<file path="src/rtl/core/kfr_pkg.sv">
// ----------------------------------------------------------------------------
// kfr_pkg: shared types and constants for the key frame reassembly core
// Command and status codes, field widths, default sizing, and the
// control/status bundles between the controller and the datapath.
// ----------------------------------------------------------------------------
package kfr_pkg;

  // default sizing
  localparam int SLOTS_DEF           = 4;
  localparam int MAX_FRAME_BYTES_DEF = 16384;

  // fixed field widths
  localparam int CMD_W    = 2;
  localparam int FNO_W    = 32;
  localparam int UID_W    = 32;
  localparam int SIZE_W   = 15;
  localparam int BYTE_W   = 8;
  localparam int SEL_W    = 2;
  localparam int OFS_W    = 14;
  localparam int STATUS_W = 2;

  // command codes
  localparam logic [CMD_W-1:0] CMD_APPEND = 2'd0;
  localparam logic [CMD_W-1:0] CMD_READ   = 2'd1;
  localparam logic [CMD_W-1:0] CMD_FREE   = 2'd2;

  // result status codes
  localparam logic [STATUS_W-1:0] ST_INCOMPLETE = 2'd0;
  localparam logic [STATUS_W-1:0] ST_COMPLETE   = 2'd1;
  localparam logic [STATUS_W-1:0] ST_DISCARD    = 2'd2;
  localparam logic [STATUS_W-1:0] ST_READ       = 2'd3;

  // controller -> datapath
  typedef struct packed {
    logic latch;     // capture the input word
    logic select;    // pick a slot for a new fragment
    logic append;    // append the held byte to the current slot
    logic rd_issue;  // start a store read
    logic rd_done;   // load the read result
    logic free;      // clear the addressed slot
  } kfr_ctrl_t;

  // datapath -> controller
  typedef struct packed {
    logic in_fragment;  // a fragment is open
    logic last;         // held byte ends its fragment
    logic out_busy;     // result register full and not taken this cycle
  } kfr_stat_t;

endpackage

</file>
<file path="src/rtl/core/kfr_ctrl.sv">
// ----------------------------------------------------------------------------
// kfr_ctrl: command sequencer
// Accepts one word at a time and steps the datapath through slot select,
// append, store read or free.
// ----------------------------------------------------------------------------
module kfr_ctrl
  import kfr_pkg::*;
(
  input  logic             clk,
  input  logic             rst,
  input  logic             in_valid,
  output logic             in_ready,
  input  logic [CMD_W-1:0] cmd,
  input  kfr_stat_t        stat,
  output kfr_ctrl_t        ctl
);

  typedef enum logic [2:0] {
    S_IDLE,
    S_SELECT,
    S_APPEND,
    S_READ,
    S_READ_OUT,
    S_FREE
  } state_t;

  state_t state;
  logic   idle;
  logic   accept;

  assign in_ready = idle;
  assign accept   = in_valid && idle;

  always_comb begin
    ctl          = '0;
    ctl.latch    = accept;
    ctl.select   = (state == S_SELECT);
    ctl.append   = (state == S_APPEND) && !(stat.last && stat.out_busy);
    ctl.rd_issue = (state == S_READ);
    ctl.rd_done  = (state == S_READ_OUT) && !stat.out_busy;
    ctl.free     = (state == S_FREE);
  end

  always_ff @(posedge clk) begin
    if (rst) begin
      state <= S_IDLE;
      idle  <= 1'b1;
    end else begin
      unique case (state)
        S_IDLE: begin
          if (accept) begin
            unique case (cmd)
              CMD_APPEND: begin
                state <= stat.in_fragment ? S_APPEND : S_SELECT;
                idle  <= 1'b0;
              end
              CMD_READ: begin
                state <= S_READ;
                idle  <= 1'b0;
              end
              CMD_FREE: begin
                state <= S_FREE;
                idle  <= 1'b0;
              end
              default: state <= S_IDLE;
            endcase
          end
        end
        S_SELECT: state <= S_APPEND;
        S_APPEND: begin
          if (ctl.append) begin
            state <= S_IDLE;
            idle  <= 1'b1;
          end
        end
        S_READ: state <= S_READ_OUT;
        S_READ_OUT: begin
          if (ctl.rd_done) begin
            state <= S_IDLE;
            idle  <= 1'b1;
          end
        end
        S_FREE: begin
          state <= S_IDLE;
          idle  <= 1'b1;
        end
        default: begin
          state <= S_IDLE;
          idle  <= 1'b1;
        end
      endcase
    end
  end

endmodule

</file>
<file path="config.mk">
export PLATFORM = sky130hd
export DESIGN_NAME = kfr_ctrl
export DESIGN_NICKNAME = d
export VERILOG_FILES = /design/src/rtl/core/kfr_pkg.sv /design/src/rtl/core/kfr_ctrl.sv
export SDC_FILE = /design/constraint.sdc
export NUM_CORES = 1
export LEC_CHECK = 0
export BUFFER_PORTS_ARGS = -buffer_cell sky130_fd_sc_hd__buf_4
export CAP_MARGIN = 20
export CORE_MARGIN = 2
export CORE_UTILIZATION = 25
export DETAILED_ROUTE_END_ITERATION = 12
export PLACE_DENSITY = 0.58
export SLEW_MARGIN = 5
export SYNTH_ARGS = -nofsm -noshare
export SYNTH_HDL_FRONTEND = slang
export SYNTH_SLANG_ARGS = --single-unit
</file>
<file path="constraint.sdc">
create_clock -name clk -period 3.25 [get_ports clk]
set_input_delay 0 -clock clk [delete_from_list [all_inputs] [get_ports clk]]
set_output_delay 0 -clock clk [all_outputs]
set_load 0.03 [all_outputs]
</file>
Yosys cells after proc, flatten, opt, wreduce, memory -nomap -nowiden
Index checks and enable logic that the tools add are counted.

cells by class
  equality and inequality tests = 11
  muxes and demuxes = 11
  bitwise operators = 1
  reductions and logical operators = 12

operators by type and width
  operator            count
  $pmux 3 s5          1
  $mux 3              3
  $pmux 3 s3          1
  $ne 2x2->1 const B  4
  $eq 3x2->1 const B  2
  $eq 3x3->1 const B  2
  $reduce_and 5->1    1
  $logic_and 1x1->1   4
  $mux 1              4
  $pmux 1 s4          1
  $eq 3x1->1 const B  1
  $logic_not 3->1     1
  $reduce_and 3->1    1
  $reduce_or 3->1     1
  $eq 2x1->1 const B  1
  $eq 2x2->1 const B  1
  $logic_not 1->1     2
  $logic_not 2->1     1
  $mux 2              1
  $reduce_or 2->1     1
  $not 1->1           1

word-level totals
  register bits = 4
  bits of input ports = 8
  output and inout port bits = 7
  word-level logic and storage cells = 37

Logic depth before layout (Yosys ltp)
  depth in word-level cells = 5
  gate-level depth with buffers = 6
  gate-level depth less buffers = 6

Least setup slack after synthesis
OpenSTA, ideal clock, no wires.

  path kind = register to register
  start = reg idle, in the netlist in_ready
  end = reg idle, in the netlist in_ready
  library setup time = 0.120 ns
  arrival = 1.464 ns
  required time = 3.130 ns
  slack = 1.666 ns
  cell stages (with the launch flop) = 5
  path buffers = 0
  clock period less this slack = 1.584 ns
  cell sequence = dfxtp_1 -> nand3b_1 -> a32o_1 -> or4_1 -> o31a_1

between the ends
  longest elaborated chain between the ends = 3

RTL lines
  what                        RTL line        source
  from (decl)                 kfr_ctrl.sv:28  logic idle;
  from (signal assigned)      kfr_ctrl.sv:47  idle <= 1'b1;
  from (signal assigned)      kfr_ctrl.sv:55  idle <= 1'b0;
  from (signal assigned)      kfr_ctrl.sv:59  idle <= 1'b0;
  $logic_and 1x1->1           kfr_ctrl.sv:32  assign accept = in_valid && idle;
  $ne 2x2->1 (no line)        -
  $reduce_and 5->1 (no line)  -

Every way passes these cells.
A chain may end at the register's enable or synchronous reset.

Worst setup path in the final report
  start = reg state[2]
  end = reg idle, in the netlist in_ready

between the ends
  longest elaborated chain between the ends = 4
  elaborated cells on any way between the ends = 15
  those cells by class = eq/ne: 8; mux: 1; bitwise: 1; reduce/logical: 5

RTL lines
  what                                                      RTL line                        source
  from (decl)                                               kfr_ctrl.sv:27                  state_t state;
  from (signal assigned)                                    kfr_ctrl.sv:54                  state <= stat.in_fragment ? S_APPEND : S_SELECT;
  $eq 3x2->1 (tied with other cells)                        kfr_ctrl.sv:38, kfr_ctrl.sv:49
  $logic_and 1x1->1 (tied with other cells)                 kfr_ctrl.sv:38                  ctl.append = (state == S_APPEND) && !(stat.last && stat.out_busy);
  $ne 2x2->1 (no line) / $not 1->1 (equally long branches)  -
  $reduce_and 5->1 (no line)                                -

Parallel ways exist; a longest one is shown, timed or not.

==> metrics.md <==
| Metric | Value |
|---|---|
| Status | `complete, no violations` |
| Crit. path cell count | `4` |
| VDD IR-drop max | `0.000181 V` |
| First drt pass iteration count | `1` |
| Vias per cell | `4.66` |
| Arr. time, crit path | `1.83 ns` |
| Layout Utilization | `0.367` |
| Cell family with most CP delay | `simple AND/OR/NAND/NOR gates` |
| Crit path kind | `reg2reg` |
| Hold WS | `0.0761 ns` |
| Clock tree buffer depth | `2` |
| Crit-path slowest cell | `dfxtp_1` |
| Die Area | `1690 sq um` |
| Core Box Area | `1300 sq um` |
| WHS Endpoint | `state[2]` |
| Largest family of logic cells by synthesized area | `simple AND/OR/NAND/NOR gates` |
| Mapped Area | `345 sq um` |
| Power Density | `421 nW/um^2` |
| Static Leakage | `0.217 nW` |
| Worst slew pin tran | `0.308 ns` |
| Area Growth Syn to Fin | `38.4%` |
| CTS Sinks | `4` |
| Buf/Inv on CP | `0` |
| Skew final | `0.00579 ns` |
| Relative slew slack | `0.794` |
| Post-Syn Nets | `57` |
| Critical Path, Cell by Cell | `or2b_1, a32o_1, or4_1, o31a_1` |
| Die Y | `41.2 microns` |
| CP Launch Type | `register` |
| H-tree levels | `1` |
| Vias | `354` |
| Starting Density | `0.265` |
| Worst-path clk slew | `0.04 ns` |
| FP Rows | `13` |
| Hold Crit Depth | `3` |
| Ports | `15` |
| Inserted Diodes | `0` |
| Area of the multi-input gates | `223 sq um` |
| MaxCap Viol Count | `0` |
| Setup_tns | `0 ns` |
| Die Width | `41.2 microns` |
| Sequential fraction of the synthesis area | `0.232` |
| Routability cong. | `0.751` |
| Number of hold violations in the final report | `0` |
| Critical path data required time | `3.37 ns` |
| CTS tree | `done` |
| Worst R2R End | `in_ready` |
| Final period util | `0.525` |
| Mux contribution to synthesized area | `0` |
| Clock share of power | `0.305` |
| Num CTS Buffers | `3` |
| Crit path max fanout | `11` |
| Cells after synthesis | `46` |
| Fillers | `152` |
| Worst hold path class | `in2reg` |
| Sequential Power Share | `0.328` |
| Post-CTS Setup Inserts | `0` |
| Reg2reg setup slack | `1.54 ns` |
| Routed WL | `726 microns` |
| Max-slew violations | `0` |
| Pint | `0.132 mW` |
| Grt total ovfl | `0` |
| Adder-Cell Fraction of Synth Area | `0.109` |
| Min cycle time layout | `1.71 ns` |
| First-pass GRT wire length | `1.08 mm` |
| Worst-Skew Late Latency | `0.23 ns` |
| Compound-Gate Fraction of Synth Area | `0.207` |
| Nets@finish | `74` |
| Reg2Reg Depth | `4` |
| RR Startpoint | `state[2]` |
| RSZ-0062 raised after global routing | `no` |
| Final setup viols | `0` |
| ANT nets after route | `0` |
| Min-delay src | `stat[0]` |
| Largest net degree at the start of global routing | `12` |
| Worst setup EP type | `register` |
| FF+latch area | `80.1 sq um` |
| Root Buffer | `clkbuf_4` |
| Port buffer count | `14` |
| Initial DRC Count | `0` |
| Initial antenna violation count | `0` |
| Post-CTS sizing | `0` |
| Max Clk Rate | `586 MHz` |
| Synth cell types | `22` |
| DRC | `0` |
| Synth Area per Inst | `7.51 sq um` |
| Total track usage | `0.106` |
| Number of global-route vias before repair | `287` |
| Worst path max stage delay | `0.48 ns` |
| Simple-gate share of the synthesized area | `0.330` |
| YS warnings | `0` |
| Synthesis-stage register bit count | `4` |
| WL/cell | `9.55 microns` |
| Synth Area in XOR/XNOR | `0` |
| Logic pwr share | `0.366` |
| Net Sw Power | `0.0692 mW` |
| Layout cells sized above 1 | `0.279` |
| Hold buffer count at cts | `1` |
| Switching share of total power | `0.344` |
| Total power | `0.201 mW` |
==> worst max path at each step <==
stage / slack [ns] / startpoint / endpoint
CTS: 1.54 / state[2] / in_ready
detailed placement: 1.54 / state[2] / in_ready
floorplan: 1.67 / in_ready / in_ready
global route: 1.46 / state[2] / in_ready
finish: 1.54 / state[2] / in_ready
global placement: 1.57 / state[2] / in_ready
==> synth_stat cells <==
| cell | n | area, sq um |
|---|---|---|
| a211o_1 | 1 | 8.76 |
| a21oi_1 | 6 | 30.0 |
| a32o_1 | 1 | 10.0 |
| and2_1 | 2 | 12.5 |
| buf_2 | 1 | 5.00 |
| buf_4 | 1 | 7.51 |
| buf_6 | 1 | 11.3 |
| dfxtp_1 | 4 | 80.1 |
| ha_1 | 3 | 37.5 |
| inv_1 | 5 | 18.8 |
| nand2_1 | 4 | 15.0 |
| nand3b_1 | 1 | 7.51 |
| nor2_1 | 3 | 11.3 |
| nor2b_1 | 1 | 6.26 |
| nor3_1 | 2 | 10.0 |
| nor3b_1 | 4 | 30.0 |
| o21ai_0 | 1 | 5.00 |
| o31a_1 | 1 | 8.76 |
| o32ai_1 | 1 | 8.76 |
| or2b_1 | 1 | 7.51 |
| or3_1 | 1 | 6.26 |
| or4_1 | 1 | 7.51 |
==> per-stage QoR <==
step	cell area, sq um	setup WS (ns)	instances
floorplan	345	1.67	46
global placement	445	1.57	72
detailed placement	445	1.54	72
CTS	478	1.54	76
global route	478	1.46	76
finish	478	1.54	76
==> logic make-up (layout without fill, tap and decap cells) <==
kind of cell	Yosys count	in the layout
adders and majority gates	3	3
and+or+nand+nor	20	20
AOI/OAI and AO/OA	11	11
DFF	4	4
buffers and inverters	8	23
==> power by group through the flow <==
stage	Sequential, mW	Combinational, mW	Clock, mW
floorplan	0.0675	0.0505	0
global placement	0.0668	0.0732	0
detailed placement	0.0667	0.0734	0
CTS	0.0659	0.0745	0.0654
global route	0.0675	0.0812	0.0687
finish	0.0661	0.0737	0.0614
==> registers in the layout, summed over array words and instances, names as in the netlist <==
name	count
in_ready	1
state	3
==> layer usage <==
layer | vias to the layer above | GRT usage | wire (microns)
li1 | 190 | - | -
met1 | 154 | 0.0994 | 310
met2 | 8 | 0.180 | 356
met3 | 2 | 0.0326 | 46
met4 | 0 | 0.0968 | 14
met5 | - | 0 | 0
==> layout by cell type, fill, tap and decap left out <==
cell,instances
inv_1,5
ha_1,3
a21oi_1,6
o31a_1,1
nor2b_1,1
and2_1,2
nor3b_1,4
a32o_1,1
nor3_1,2
o32ai_1,1
nand2_1,4
dfxtp_1,4
or4_1,1
or2b_1,1
o21ai_0,1
a211o_1,1
nor2_1,3
clkbuf_4,3
dlygate4sd3_1,1
or3_1,1
buf_4,14
nand3b_1,1
==> area by class of cell <==
class	count	share of cell area
multi-input combinational	34	0.466
timing repair buffer	15	0.241
sequential	4	0.168
clock buffer	3	0.0471
inverter	5	0.0393
tap	15	0.0393
==> worst reg2reg max path, delay by kind of cell, from the launching register on <==
family             cells  cell delay, ns
AOI/OAI and AO/OA      2            0.39
DFF                    1            0.48
and+or+nand+nor        2            0.73
No activity file was read; power rests on OpenSTA's default activity.
